==> src/hw/rtl/bct_pkg.sv <==
// ----------------------------------------------------------------------------
// bct_pkg
// Shared types, constants and BCD digit helpers for the mm:ss countdown timer.
// ----------------------------------------------------------------------------
package bct_pkg;

  // Configuration register indexes
  localparam int unsigned CfgIdxW = 4;

  typedef enum logic [CfgIdxW-1:0] {
    CfgTickDivider  = 4'd0,
    CfgLockoutTicks = 4'd1
  } cfg_reg_e;

  localparam int unsigned CfgDataW = 8;
  localparam int unsigned DivW     = 8;
  localparam int unsigned LockW    = 6;

  localparam logic [DivW-1:0]  TickDividerRst  = 8'd200;
  localparam logic [LockW-1:0] LockoutTicksRst = 6'd50;

  // Digit limits
  localparam logic [2:0] SecTensMax = 3'd5;
  localparam logic [3:0] DigitMax   = 4'd9;

  // One tick: three button levels
  typedef struct packed {
    logic up_pressed;
    logic down_pressed;
    logic start_pressed;
  } bct_in_t;

  // Displayed time and mode after a tick
  typedef struct packed {
    logic [3:0] sec_ones;
    logic [2:0] sec_tens;
    logic [3:0] min_ones;
    logic [3:0] min_tens;
    logic       running;
  } bct_out_t;

  // Four BCD digits of mm:ss
  typedef struct packed {
    logic [3:0] sec_ones;
    logic [2:0] sec_tens;
    logic [3:0] min_ones;
    logic [3:0] min_tens;
  } bct_time_t;

  function automatic logic time_is_zero(bct_time_t t);
    return (t.sec_ones == 4'd0) && (t.sec_tens == 3'd0) &&
           (t.min_ones == 4'd0) && (t.min_tens == 4'd0);
  endfunction

  // Plus ten seconds with carry, holding once the time is 99:50 or more
  function automatic bct_time_t add_ten(bct_time_t t);
    bct_time_t r;
    r = t;
    if (!(t.min_tens >= DigitMax && t.min_ones >= DigitMax &&
          t.sec_tens >= SecTensMax)) begin
      if (t.sec_tens < SecTensMax) begin
        r.sec_tens = t.sec_tens + 3'd1;
      end else begin
        r.sec_tens = 3'd0;
        if (t.min_ones < DigitMax) begin
          r.min_ones = t.min_ones + 4'd1;
        end else begin
          r.min_ones = 4'd0;
          r.min_tens = t.min_tens + 4'd1;
        end
      end
    end
    return r;
  endfunction

  // Minus ten seconds with borrow; below ten seconds the time clears
  function automatic bct_time_t sub_ten(bct_time_t t);
    bct_time_t r;
    r = t;
    if (t.sec_tens != 3'd0) begin
      r.sec_tens = t.sec_tens - 3'd1;
    end else if (t.min_ones != 4'd0) begin
      r.min_ones = t.min_ones - 4'd1;
      r.sec_tens = SecTensMax;
    end else if (t.min_tens != 4'd0) begin
      r.min_tens = t.min_tens - 4'd1;
      r.min_ones = DigitMax;
      r.sec_tens = SecTensMax;
    end else begin
      r = '0;
    end
    return r;
  endfunction

  // Minus one second with borrow, holding at 00:00
  function automatic bct_time_t sub_one(bct_time_t t);
    bct_time_t r;
    r = t;
    if (!time_is_zero(t)) begin
      if (t.sec_ones != 4'd0) begin
        r.sec_ones = t.sec_ones - 4'd1;
      end else begin
        r.sec_ones = DigitMax;
        if (t.sec_tens != 3'd0) begin
          r.sec_tens = t.sec_tens - 3'd1;
        end else begin
          r.sec_tens = SecTensMax;
          if (t.min_ones != 4'd0) begin
            r.min_ones = t.min_ones - 4'd1;
          end else begin
            r.min_ones = DigitMax;
            r.min_tens = t.min_tens - 4'd1;
          end
        end
      end
    end
    return r;
  endfunction

endpackage

==> src/hw/rtl/bcd_countdown_timer.sv <==
// ----------------------------------------------------------------------------
// bcd_countdown_timer
// Four-digit BCD mm:ss countdown timer driven by one tick per transaction.
// ----------------------------------------------------------------------------
// Each input transaction is one tick with the up, down and start button
// levels; each tick produces exactly one result transaction with the four
// digits and the run flag as they stand after that tick. A tick is taken
// every clock cycle: the whole update is one pass of logic from the state
// registers into a two-entry output buffer (output register plus skid), so
// input stays ready while one result waits downstream and stalls only when
// both entries are full. Configuration (tick divider, lockout length) has
// an always-ready port; users must write it only while the block is idle.
// ----------------------------------------------------------------------------
module bcd_countdown_timer (
  input  logic                            clk_i,
  input  logic                            rst_ni,
  // Tick input
  input  logic                            in_valid_i,
  output logic                            in_ready_o,
  input  bct_pkg::bct_in_t                in_data_i,
  // Result output
  output logic                            out_valid_o,
  input  logic                            out_ready_i,
  output bct_pkg::bct_out_t               out_data_o,
  // Configuration writes
  input  logic                            cfg_valid_i,
  output logic                            cfg_ready_o,
  input  logic [bct_pkg::CfgIdxW-1:0]     cfg_index_i,
  input  logic [bct_pkg::CfgDataW-1:0]    cfg_data_i
);

  // Configuration registers
  logic [bct_pkg::DivW-1:0]  div_q;
  logic [bct_pkg::LockW-1:0] lock_len_q;

  // Timer state
  bct_pkg::bct_time_t        time_q, time_d;
  logic                      run_q, run_d;
  logic [bct_pkg::DivW-1:0]  tick_cnt_q, tick_cnt_d;
  logic [bct_pkg::LockW-1:0] up_lock_q, up_lock_d;
  logic [bct_pkg::LockW-1:0] dn_lock_q, dn_lock_d;

  // Output buffer
  logic                      out_valid_q, out_valid_d;
  logic                      skid_valid_q, skid_valid_d;
  bct_pkg::bct_out_t         out_q, out_d;
  bct_pkg::bct_out_t         skid_q, skid_d;
  bct_pkg::bct_out_t         res;

  logic push, pop;

  assign cfg_ready_o = 1'b1;
  assign in_ready_o  = !skid_valid_q;
  assign push        = in_valid_i && in_ready_o;
  assign pop         = out_valid_q && out_ready_i;
  assign out_valid_o = out_valid_q;
  assign out_data_o  = out_q;

  // Configuration write decode
  always_ff @(posedge clk_i or negedge rst_ni) begin
    if (!rst_ni) begin
      div_q      <= bct_pkg::TickDividerRst;
      lock_len_q <= bct_pkg::LockoutTicksRst;
    end else if (cfg_valid_i) begin
      case (cfg_index_i)
        bct_pkg::CfgTickDivider:  div_q      <= cfg_data_i[bct_pkg::DivW-1:0];
        bct_pkg::CfgLockoutTicks: lock_len_q <= cfg_data_i[bct_pkg::LockW-1:0];
        default: ;
      endcase
    end
  end

  // One tick of the timer
  always_comb begin
    logic                       up_free;
    logic                       dn_free;
    logic [bct_pkg::DivW:0]     tick_next;
    bct_pkg::bct_time_t         t;

    up_free   = (up_lock_q == '0);
    dn_free   = (dn_lock_q == '0);
    up_lock_d = up_free ? up_lock_q : up_lock_q - bct_pkg::LockW'(1);
    dn_lock_d = dn_free ? dn_lock_q : dn_lock_q - bct_pkg::LockW'(1);
    t         = time_q;

    // Set-mode buttons: up first, then down
    if (!run_q) begin
      if (up_free && in_data_i.up_pressed) begin
        t         = bct_pkg::add_ten(t);
        up_lock_d = lock_len_q;
      end
      if (dn_free && in_data_i.down_pressed) begin
        t         = bct_pkg::sub_ten(t);
        dn_lock_d = lock_len_q;
      end
    end

    run_d      = run_q || in_data_i.start_pressed;
    tick_cnt_d = tick_cnt_q;
    tick_next  = {1'b0, tick_cnt_q} + (bct_pkg::DivW + 1)'(1);

    // Countdown; a zero divider acts as one
    if (run_d) begin
      if (tick_next >= {1'b0, div_q}) begin
        tick_cnt_d = '0;
        t          = bct_pkg::sub_one(t);
      end else begin
        tick_cnt_d = tick_next[bct_pkg::DivW-1:0];
      end
      if (bct_pkg::time_is_zero(t)) begin
        run_d      = 1'b0;
        tick_cnt_d = '0;
      end
    end

    time_d       = t;
    res.sec_ones = t.sec_ones;
    res.sec_tens = t.sec_tens;
    res.min_ones = t.min_ones;
    res.min_tens = t.min_tens;
    res.running  = run_d;
  end

  always_ff @(posedge clk_i or negedge rst_ni) begin
    if (!rst_ni) begin
      time_q     <= '0;
      run_q      <= 1'b0;
      tick_cnt_q <= '0;
      up_lock_q  <= '0;
      dn_lock_q  <= '0;
    end else if (push) begin
      time_q     <= time_d;
      run_q      <= run_d;
      tick_cnt_q <= tick_cnt_d;
      up_lock_q  <= up_lock_d;
      dn_lock_q  <= dn_lock_d;
    end
  end

  // Output register and skid entry
  always_comb begin
    out_valid_d  = out_valid_q;
    skid_valid_d = skid_valid_q;
    out_d        = out_q;
    skid_d       = skid_q;
    if (pop) begin
      if (skid_valid_q) begin
        out_d        = skid_q;
        out_valid_d  = 1'b1;
        skid_valid_d = 1'b0;
      end else begin
        out_d       = res;
        out_valid_d = push;
      end
    end else if (!out_valid_q) begin
      out_d       = res;
      out_valid_d = push;
    end else if (push) begin
      skid_d       = res;
      skid_valid_d = 1'b1;
    end
  end

  always_ff @(posedge clk_i or negedge rst_ni) begin
    if (!rst_ni) begin
      out_valid_q  <= 1'b0;
      skid_valid_q <= 1'b0;
    end else begin
      out_valid_q  <= out_valid_d;
      skid_valid_q <= skid_valid_d;
    end
  end

  always_ff @(posedge clk_i) begin
    out_q  <= out_d;
    skid_q <= skid_d;
  end

`ifndef SYNTHESIS
  // Skid entry is only ever filled behind a held output entry
  a_skid_behind_out: assert property (@(posedge clk_i) disable iff (!rst_ni)
    skid_valid_q |-> out_valid_q)
    else $error("skid entry valid without output entry");

  // A tick accepted against a stalled full output lands in the skid entry
  a_stall_to_skid: assert property (@(posedge clk_i) disable iff (!rst_ni)
    (push && out_valid_q && !out_ready_i) |=> skid_valid_q)
    else $error("stalled result was dropped");

  // Run mode never reports a time of 00:00
  a_run_nonzero: assert property (@(posedge clk_i) disable iff (!rst_ni)
    run_q |-> !bct_pkg::time_is_zero(time_q))
    else $error("running at 00:00");

  // Digits stay decimal
  a_digits_bcd: assert property (@(posedge clk_i) disable iff (!rst_ni)
    (time_q.sec_ones <= bct_pkg::DigitMax) && (time_q.sec_tens <= bct_pkg::SecTensMax) &&
    (time_q.min_ones <= bct_pkg::DigitMax) && (time_q.min_tens <= bct_pkg::DigitMax))
    else $error("digit out of BCD range");
`endif

endmodule

==> config.mk <==
export PLATFORM = sky130hd
export DESIGN_NAME = bcd_countdown_timer
export DESIGN_NICKNAME = d
export VERILOG_FILES = /design/src/hw/rtl/bct_pkg.sv /design/src/hw/rtl/bcd_countdown_timer.sv
export SDC_FILE = /design/constraint.sdc
export NUM_CORES = 1
export LEC_CHECK = 0
export BUFFER_PORTS_ARGS = -buffer_cell sky130_fd_sc_hd__buf_2
export CORE_ASPECT_RATIO = 0.75
export CORE_MARGIN = 2
export CORE_UTILIZATION = 30
export CTS_CLUSTER_SIZE = 10
export DETAILED_ROUTE_END_ITERATION = 8
export GPL_ROUTABILITY_DRIVEN = 0
export PLACE_DENSITY = 0.47
export SYNTH_ARGS = -nofsm -noshare
export SYNTH_HDL_FRONTEND = slang
export SYNTH_SLANG_ARGS = --single-unit
==> constraint.sdc <==
create_clock -name clk_i -period 5.8 [get_ports clk_i]
set_clock_uncertainty 0.15 [all_clocks]
set_input_delay 1.16 -clock clk_i [delete_from_list [all_inputs] [get_ports clk_i]]
set_output_delay 1.16 -clock clk_i [all_outputs]
set_load 0.01 [all_outputs]
==> results of run 1 <==
==> power breakdown <==
part	internal [mW]	switching (mW)	total, mW
clock	0.390	0.268	0.659
combinational	0.748	1.15	1.89
sequential	0.879	0.170	1.05
total	2.02	1.58	3.60
==> state kept, by name, summed over array words and instances (netlist names) <==
signal and count:
time_q 15, out_valid_o 1, run_q 1, tick_cnt_q 8, up_lock_q 6, div_q 8, out_data_o 16, skid_valid_q 1
lock_len_q 6, skid_q 16, dn_lock_q 6
==> cells by family after synthesis <==
family | share of synthesized area
buf+inv | 0.0438
simple gates | 0.218
fa+ha+maj | 0.0543
other cells | 0.000656
xor+xnor | 0.0153
compound gates | 0.220
mux | 0.0506
flops | 0.397
==> path summary, 6_finish.rpt <==
kind	start	endpoint	slack, ns	cells past startpoint
setup / recovery	time_q[5]	out_data_o[0]	0.28	24
hold / removal	skid_q[6]	out_data_o[6]	0.36	2
setup reg to reg	time_q[5]	out_data_o[0]	0.28	24
hold reg to reg	skid_q[6]	out_data_o[6]	0.36	2
max in group asynchronous	rst_ni	time_q[5]	4.19	2
min in group asynchronous	rst_ni	time_q[4]	0.80	2
==> cell type report <==
class	instances	area, µm²	area share
Inverter	31	116	0.0170
Multi-Input combinational cell	497	3270	0.479
Clock inverter	5	63.8	0.00934
Sequential cell	84	2270	0.332
Tap cell	247	309	0.0452
Timing Repair Buffer	82	523	0.0766
Clock buffer	11	275	0.0403
==> per-layer routing <==
metal	wire, µm	up-vias
met1	8110	2500
met2	7160	152
met3	900	28
li1	-	2487
met5	0	-
met4	345	0
==> worst register-to-register path: cells and delay by family, from the launching register on <==
kind / cells / cell delay [ns]
and+or+nand+nor: 9 / 2.23
AOI/OAI and AO/OA: 8 / 1.38
adders and majority gates: 3 / 0.64
DFF: 1 / 0.37
muxes: 2 / 0.27
buffers and inverters: 2 / 0.21
==> stage by stage <==
step / setup TNS (ns) / util / total power [mW] / instances / hold slack [ns]
after floorplan: 0 / - / 2.27 / 641 / 0.330
after global placement: 0 / 0.344 / 2.86 / 936 / 0.344
after detailed placement: -0.265 / 0.344 / 2.88 / 936 / 0.348
after CTS: 0 / 0.363 / 3.56 / 952 / 0.364
after global routing: -0.689 / 0.368 / 3.90 / 957 / 0.393
final: 0 / 0.368 / 3.60 / 957 / 0.361
==> synthesized netlist by cell type, drive strengths merged (3+ instances only) <==
master	count	area [µm²]
clkbuf	20	75.1
dfrtp	46	1150
a22o	5	43.8
a21o	6	45.0
inv	31	116
nand4	6	37.5
mux2	15	169
edfxtp	32	961
a31oi	10	62.6
nor2b	4	25.0
o21a	3	22.5
ha	24	300
nand2	88	330
a32oi	3	26.3
a21oi	45	233
nand2b	13	88.8
nor3	24	151
o211ai	3	22.5
and3	4	25.0
dfstp	6	158
nor2	50	188
and2	3	18.8
nor3b	8	60.1
or3	8	60.1
mux2i	12	120
nor4	8	56.3
buf	9	58.8
a211oi	8	70.1
nand3	18	90.1
o311ai	3	41.3
o21ai	55	275
xnor2	6	52.6
or4	3	22.5
o31ai	11	82.6
o22ai	4	25.0
xor2	4	35.0
==> repair_timing <==
| item | in CTS | in global routing |
|---|---|---|
| setup buffers | 0 | 5 |
| resized for setup | 2 | 14 |
| endpoints found under the setup margin | 3 | 40 |
| pin swaps | 1 | 1 |
==> results.tsv, run 1 <==
metric	value	unit
status	complete, no violations	
relSlewSlack	0.305	
clock-sinks	84	
drt_wl_total	16500	µm
row_count	43	
crit_family	simple AND/OR/NAND/NOR gates	
gr-total-overflow	0	
cts_tree	done	
syn_area	0.00571	mm²
yosysWarnings	0	
power_density	527	mW/mm²
p_leak	2.78	nW
cap_violations	0	
grt_max_degree	53	
final_common_cell	nand2_1	
use_met1	0.244	
ir_drop	0.000212	V
cts-htree-levels	3	
pre_cts_slack	-0.111	ns
cp_slowest_cell	or4_4	
period_needed	5.52	ns
hp-class	flop to flop	
crit_chain	inv_1, ha_1, nor3b_1, or4_4, nand2_2, nand2_1, o21ai_0, ha_1, nor4bb_4, nand2_2, a21oi_2, a31oi_2, or3_1, a21oi_1, mux2i_1, inv_1, ha_1, nand3_1, o21ai_0, mux2i_1, or3_1, a211oi_4, a21boi_4, o31ai_1	
start_kind	flop	
ys_seq_elements	84	
use_met3	0.0372	
antenna_cells	0	
ctsHoldBuffers	0	
portBuffers	37	
drive_gt1_frac	0.220	
fin_nets	749	
crit_type	flop to flop	
first_pass_iters	5	
start_util	0.308	
tightest_slew	1.03	ns
arrival	5.45	ns
die-width	163	µm
num_vias	5167	
syn_avg_cell_area	8.91	µm²
ios	39	
fin_ws	0.276	ns
setup_viol	0	
antenna_found_initial	0	
path_clk_slew	0.06	ns
dp_hpwl	12200	µm
met2_usage	0.260	
async_reset_ff_frac	0.619	
synthCells	641	
hold_viol	0	
worst_setup_path_end_kind	flop	
syn_to_final_growth	19.6	%
cp_data_required_time	5.73	ns
die_h	124	µm
cts_buffer_depth	2	
syn_nets	685	
post-route-period-util	0.952	
critPathBufInv	2	
drc	0	
wire_per_inst	17.3	µm
synth_edf_count	32	
drt_iter0_markers	367	
grt.total_usage	0.172	
cp_common_cell	ha_1	
root_buffer	clkbuf_16	
yosysUniqueCellTypes	80	
fmax	181	MHz
layout_common_cells	86 x nand2_1, 50 x nor2_1, 50 x o21ai_0	
grt_pass1_vias	5013	
drv_slew	0	
fill_cells	1891	
fin_area	0.00683	mm²
clk_latency	0.36	ns
worstPathMaxFanout	5	
coreArea	0.0186	mm²
dpl_cell_area	0.00638	mm²
synth-main-ff-cell	dfrtp_1	
critical_path.max_stage_delay	0.55	ns
grt.busiest_layer	met2	
grt_pass1_wl	26900	µm
ys_seq_area_frac	0.397	
ant_nets	0	
die_area	0.0202	mm²
numCtsBuffers	9	
via_per_inst	5.40	
No activity file was read; power rests on OpenSTA's default activity.
==> inputs of run 2 (changes only) <==
Settings changed: CORE_UTILIZATION 30 to 40, PLACE_DENSITY 0.47 to 0.59.
==> run 2 against run 1 <==
Compared with the run above:
- clock power is 13% lower
- highest routed layer unchanged
- sequential share of layout area is 0.72 points higher
- maximum frequency hardly changed
- design area is 2.1% lower
- total power is 3.0% lower
==> results.tsv, run 2 (synthesis results as in run 1) <==
metric	value	unit	change
fmax	181	MHz	about the same
timing.rr.start	time_q[4]		
cts-htree-levels	3		unchanged
grt_pass1_wl	25700	µm	-4.4%
die_area	0.0153	mm²	-24%
dp.cells	860		-8.1%
p_comb_frac	0.532		+0.006
dp_hpwl	11600	µm	-5.0%
drt_iter0_markers	509		+39%
clock_power_share	0.165		-0.018
syn_to_final_growth	17.0	%	
hp-class	flop to flop		
dpl_cell_area	0.00626	mm²	-1.9%
relSlewSlack	0.524		+0.219
fin_setup_tns	0	ns	unchanged
worstPathMaxFanout	4		-1
root_buffer	clkbuf_16		
crit_family	simple AND/OR/NAND/NOR gates		
layout_common_cells	86 x nand2_1, 51 x o21ai_0, 50 x nor2_1		
p_seq_frac	0.303		+0.012
grt_pass1_vias	4993		-0.40%
drt_wl_total	16000	µm	-3.4%
via_per_inst	5.96		+10%
numCtsBuffers	9		unchanged
status	complete, no violations		
fin_ws	0.275	ns	-0.000410 ns
ant_nets	0		unchanged
gr-total-overflow	0		unchanged
fin_nets	744		-0.67%
die_h	108	µm	-13%
drc	0		unchanged
grt.total_usage	0.215		+0.0430
critPathBufInv	2		unchanged
setup_viol	0		unchanged
fin_area	0.00669	mm²	-2.1%
coreArea	0.0138	mm²	-25%
crit_chain	inv_1, ha_1, nor3b_1, or4_4, nand2_2, nand2_1, o21ai_0, ha_2, nor4bb_4, nand2_2, a21oi_2, a31oi_2, or3_4, a21oi_2, mux2i_1, inv_1, ha_1, nand2_1, nor4_2, mux2i_1, or3_4, a211oi_4, a21boi_4, o31ai_1		
rr_worst_depth	24		unchanged
start_util	0.413		+0.105
antenna_cells	0		unchanged
clk_latency	0.35	ns	about the same
pre_cts_slack	-0.0324	ns	+0.0790 ns
power_density	522	mW/mm²	-0.94%
path_clk_slew	0.07	ns	about the same
path_depth	24		unchanged
final_common_cell	nand2_1		
drive_gt1_frac	0.223		+0.00298
row_count	37		-14%
wire_per_inst	18.1	µm	+5.1%
whs_endpoint	div_q[6]		
first_pass_iters	5		unchanged
min_from	div_q[6]		
reg2reg_to	out_data_o[0]		
ctsHoldBuffers	0		unchanged
ios	39		unchanged
clock-sinks	84		unchanged
p_int	1.91	mW	-5.3%
hold_viol	0		unchanged
cts_tree	done		
num_vias	5248		+1.6%
ir_drop	0.000206	V	-2.8%
reg2reg_setup_slack	0.28	ns	about the same
period_needed	5.52	ns	+0.000410 ns
crit_type	flop to flop		
die-width	142	µm	-13%
grt_max_degree	53		unchanged
utilization	0.483		+0.115
arrival	5.46	ns	about the same
swShare	0.453		+0.0131
holdPathStages	2		unchanged
cp_slowest_cell	or4_4		
cp_data_required_time	5.73	ns	about the same
worst_setup_path_end_kind	flop		
start_kind	flop		
switchingPower	1.58	mW	-0.16%
cap_violations	0		unchanged
layout.cells.non_filler	880		-8.0%
tightest_slew	0.714	ns	-0.320 ns
post-route-period-util	0.953		about the same
drv_slew	0		unchanged
p_leak	2.74	nW	-1.5%
antenna_found_initial	0		unchanged
critical_path.max_stage_delay	0.56	ns	about the same
cts_buffer_depth	2		unchanged
portBuffers	37		unchanged
run 2: worst max-delay path by stage:
stage / startpoint / endpoint / slack, ns
2_1_floorplan: time_q[4] / out_data_o[0] / 0.11
3_3_place_gp: in_data_i[2] / out_data_o[0] / 0.14
3_5_place_dp: in_data_i[2] / out_data_o[0] / -0.03
4_1_cts: time_q[5] / out_data_o[0] / 0.06
5_1_grt: time_q[5] / out_data_o[0] / -0.10
6_report: time_q[4] / out_data_o[0] / 0.28
run 2: layout make-up:
cell class	count	area [µm²]
Fill cell	1286	7160
Clock buffer	9	225
Timing Repair Buffer	77	485
Multi-Input combinational cell	497	3300
Clock inverter	7	63.8
Tap cell	175	219
Inverter	31	116
Sequential cell	84	2270
run 2: power groups by stage:
stage / logic, mW / registers [mW] / clock network (mW)
3_5_place_dp: 1.77 / 1.06 / 0
5_1_grt: 2.06 / 1.09 / 0.612
2_1_floorplan: 1.22 / 1.04 / 0
4_1_cts: 1.79 / 1.05 / 0.587
6_report: 1.86 / 1.06 / 0.576
3_3_place_gp: 1.74 / 1.05 / 0
run 2: worst register-to-register path: cells and delay by family, from the launching register on:
family	cells	cell delay (ns)
and+or+nand+nor	10	2.43
AOI/OAI and AO/OA	7	1.19
adders and majority gates	3	0.62
DFF	1	0.36
buffers and inverters	2	0.25
muxes	2	0.25
run 2: timing repair:
| item | CTS | global route |
|---|---|---|
| setup endpoints to repair | 0 | 38 |
| resized for setup | 0 | 22 |
| buffers inserted | 0 | 4 |
run 2: stage by stage:
step                power [mW]  hold slack, ns
CTS                       3.43           0.373
detailed placement        2.84           0.362
global route              3.76           0.392
finish                    3.49           0.371
global placement          2.79           0.346
floorplan                 2.27           0.330
run 2: layer usage:
metal  vias to the layer above  global-route usage  part of all wire
met5                         -                   0                 0
li1                       2478                   -                 -
met4                         0              0.0621             0.013
met2                       206               0.341              0.45
met3                        17              0.0396             0.059
met1                      2547               0.301              0.48
==> inputs of run 3 (changes only) <==
Settings changed: CORE_UTILIZATION 40 to 50, PLACE_DENSITY 0.59 to 0.71.
==> run 3 against run 2 <==
Compared with the run above:
- wire length is 1.3% lower
- total power increased by 0.56%
- first-iteration DRC count shrank 1.6%
==> results.tsv, run 3 (synthesis results as in run 1) <==
metric	value	unit	change
cts_tree	done		
start_util	0.518		+0.105
fin_ws	0.225	ns	-0.0509 ns
die-width	127	µm	-10%
ios	39		unchanged
num_vias	5307		+1.1%
numCtsBuffers	9		unchanged
wire_per_inst	18.7	µm	+3.2%
min_from	skid_q[1]		
dp_hpwl	11200	µm	-3.3%
clk_latency	0.35	ns	about the same
cp_data_required_time	5.73	ns	about the same
path_depth	24		unchanged
cp_slowest_cell	or4_4		
final_common_cell	nand2_1		
first_pass_iters	5		unchanged
via_per_inst	6.31		+5.8%
fill_cells	894		-30%
root_buffer	clkbuf_16		
layout_common_cells	86 x nand2_1, 50 x nor2_1, 48 x o21ai_0		
grt_pass1_wl	25200	µm	-2.1%
cts-htree-levels	3		unchanged
crit_type	flop to flop		
arrival	5.51	ns	+0.05 ns
ctsHoldBuffers	0		unchanged
ant_nets	0		unchanged
tightest_slew	1.01	ns	+0.296 ns
timing.rr.start	time_q[5]		
fmax	179	MHz	-0.91%
relSlewSlack	0.321		-0.203
reg2reg_setup_slack	0.22	ns	-0.05 ns
cap_violations	0		unchanged
ir_drop	0.000343	V	+66%
critPathBufInv	2		unchanged
cts_buffer_depth	2		unchanged
syn_to_final_growth	15.6	%	
worst_setup_path_end_kind	flop		
hold_viol	0		unchanged
hp-class	flop to flop		
grt_pass1_vias	5072		+1.6%
drc	0		unchanged
coreArea	0.0110	mm²	-20%
row_count	33		-11%
status	complete, no violations		
period_needed	5.58	ns	+0.0509 ns
pre_cts_slack	-0.0376	ns	-0.00522 ns
clock-sinks	84		unchanged
die_area	0.0123	mm²	-19%
drv_slew	0		unchanged
holdPathStages	2		unchanged
drt_iter0_markers	501		-1.6%
p_leak	2.73	nW	-0.52%
gr-total-overflow	0		unchanged
drive_gt1_frac	0.211		-0.0116
crit_family	simple AND/OR/NAND/NOR gates		
grt.total_usage	0.262		+0.0472
fin_nets	740		-0.54%
start_kind	flop		
hold_slack	0.357	ns	-0.0134 ns
antenna_found_initial	0		unchanged
dpl_cell_area	0.00619	mm²	-1.1%
path_clk_slew	0.07	ns	about the same
die_h	96.6	µm	-10%
critical_path.max_stage_delay	0.53	ns	-0.03 ns
portBuffers	37		unchanged
drt_wl_total	15700	µm	-1.3%
rr_worst_depth	24		unchanged
post-route-period-util	0.961		+0.00878
grt_max_degree	53		unchanged
power_density	532	mW/mm²	+1.8%
fin_area	0.00660	mm²	-1.2%
setup.worst_path.end	out_data_o[0]		
reg2reg_to	out_data_o[0]		
worstPathMaxFanout	5		+1
antenna_cells	0		unchanged
cp-startpoint	time_q[5]		
setup_viol	0		unchanged
crit_chain	inv_2, ha_1, nor3b_2, or4_4, nand2_2, nand2_1, o21ai_0, ha_2, nor4bb_4, nand2_2, a21oi_2, a31oi_2, or3_4, a21oi_1, mux2i_1, inv_1, ha_1, nand2_1, nor4_2, mux2i_1, or3_1, a211oi_2, a21boi_4, o31ai_1		
-- run 3: cell count changes in the layout (fill, tap and decap cells not counted), moves of 2 or more --
cell       before  now
buf_4          40   36
clkbuf_16       9   11
inv_6           3    1
inv_8           2    0
o21ai_0        51   48
o21ai_1         4    7
-- run 3: area by class of cell --
cell class / count / area, µm² / share of cell area
Multi-Input combinational cell: 497 / 3270 / 0.495
Sequential cell: 84 / 2270 / 0.344
Timing Repair Buffer: 73 / 455 / 0.0690
Clock buffer: 13 / 293 / 0.0443
Tap cell: 140 / 175 / 0.0265
Inverter: 31 / 116 / 0.0176
Clock inverter: 3 / 25.0 / 0.00379
-- run 3: power breakdown --
part	leakage (nW)	switching [mW]	internal, mW
logic	1.62	1.08	0.722
registers	0.955	0.225	0.878
clock network	0.153	0.246	0.357
-- run 3: repair_timing --
item / in CTS / in global routing
gates resized for setup: 0 / 19
endpoints found under the setup margin: 0 / 39
setup buffers: 0 / 3
-- run 3: stage by stage --
step / setup TNS, ns / total power [mW] / instances / utilization
floorplan: 0 / 2.27 / 641 / -
global placement: 0 / 2.76 / 822 / 0.562
detailed placement: -0.0644 / 2.81 / 822 / 0.562
CTS: 0 / 3.43 / 838 / 0.591
global route: -0.156 / 3.75 / 841 / 0.599
finish: 0 / 3.51 / 841 / 0.599
-- run 3: worst min-delay path by stage --
stage,endpoint
floorplan,div_q[3]
global placement,out_data_o[6]
detailed placement,out_data_o[1]
CTS,out_data_o[1]
global route,out_data_o[3]
finish,out_data_o[1]
-- run 3: layer usage --
layer / GRT usage / part of all wire / up-vias
li1: - / - / 2477
met1: 0.361 / 0.46 / 2511
met2: 0.402 / 0.43 / 258
met3: 0.0567 / 0.076 / 61
met4: 0.116 / 0.033 / 0
met5: 0 / 0 / -
-- run 3: worst register-to-register path, stage by stage (launching register included) --
cell and delay, ns:
dfrtp_1 0.43, inv_2 0.10, ha_1 0.21, nor3b_2 0.17, or4_4 0.53, nand2_2 0.11
nand2_1 0.05, o21ai_0 0.09, ha_2 0.22, nor4bb_4 0.27, nand2_2 0.14, a21oi_2 0.21
a31oi_2 0.16, or3_4 0.40, a21oi_1 0.16, mux2i_1 0.13, inv_1 0.13, ha_1 0.16
nand2_1 0.06, nor4_2 0.20, mux2i_1 0.16, or3_1 0.42, a211oi_2 0.26, a21boi_4 0.28
o31ai_1 0.09
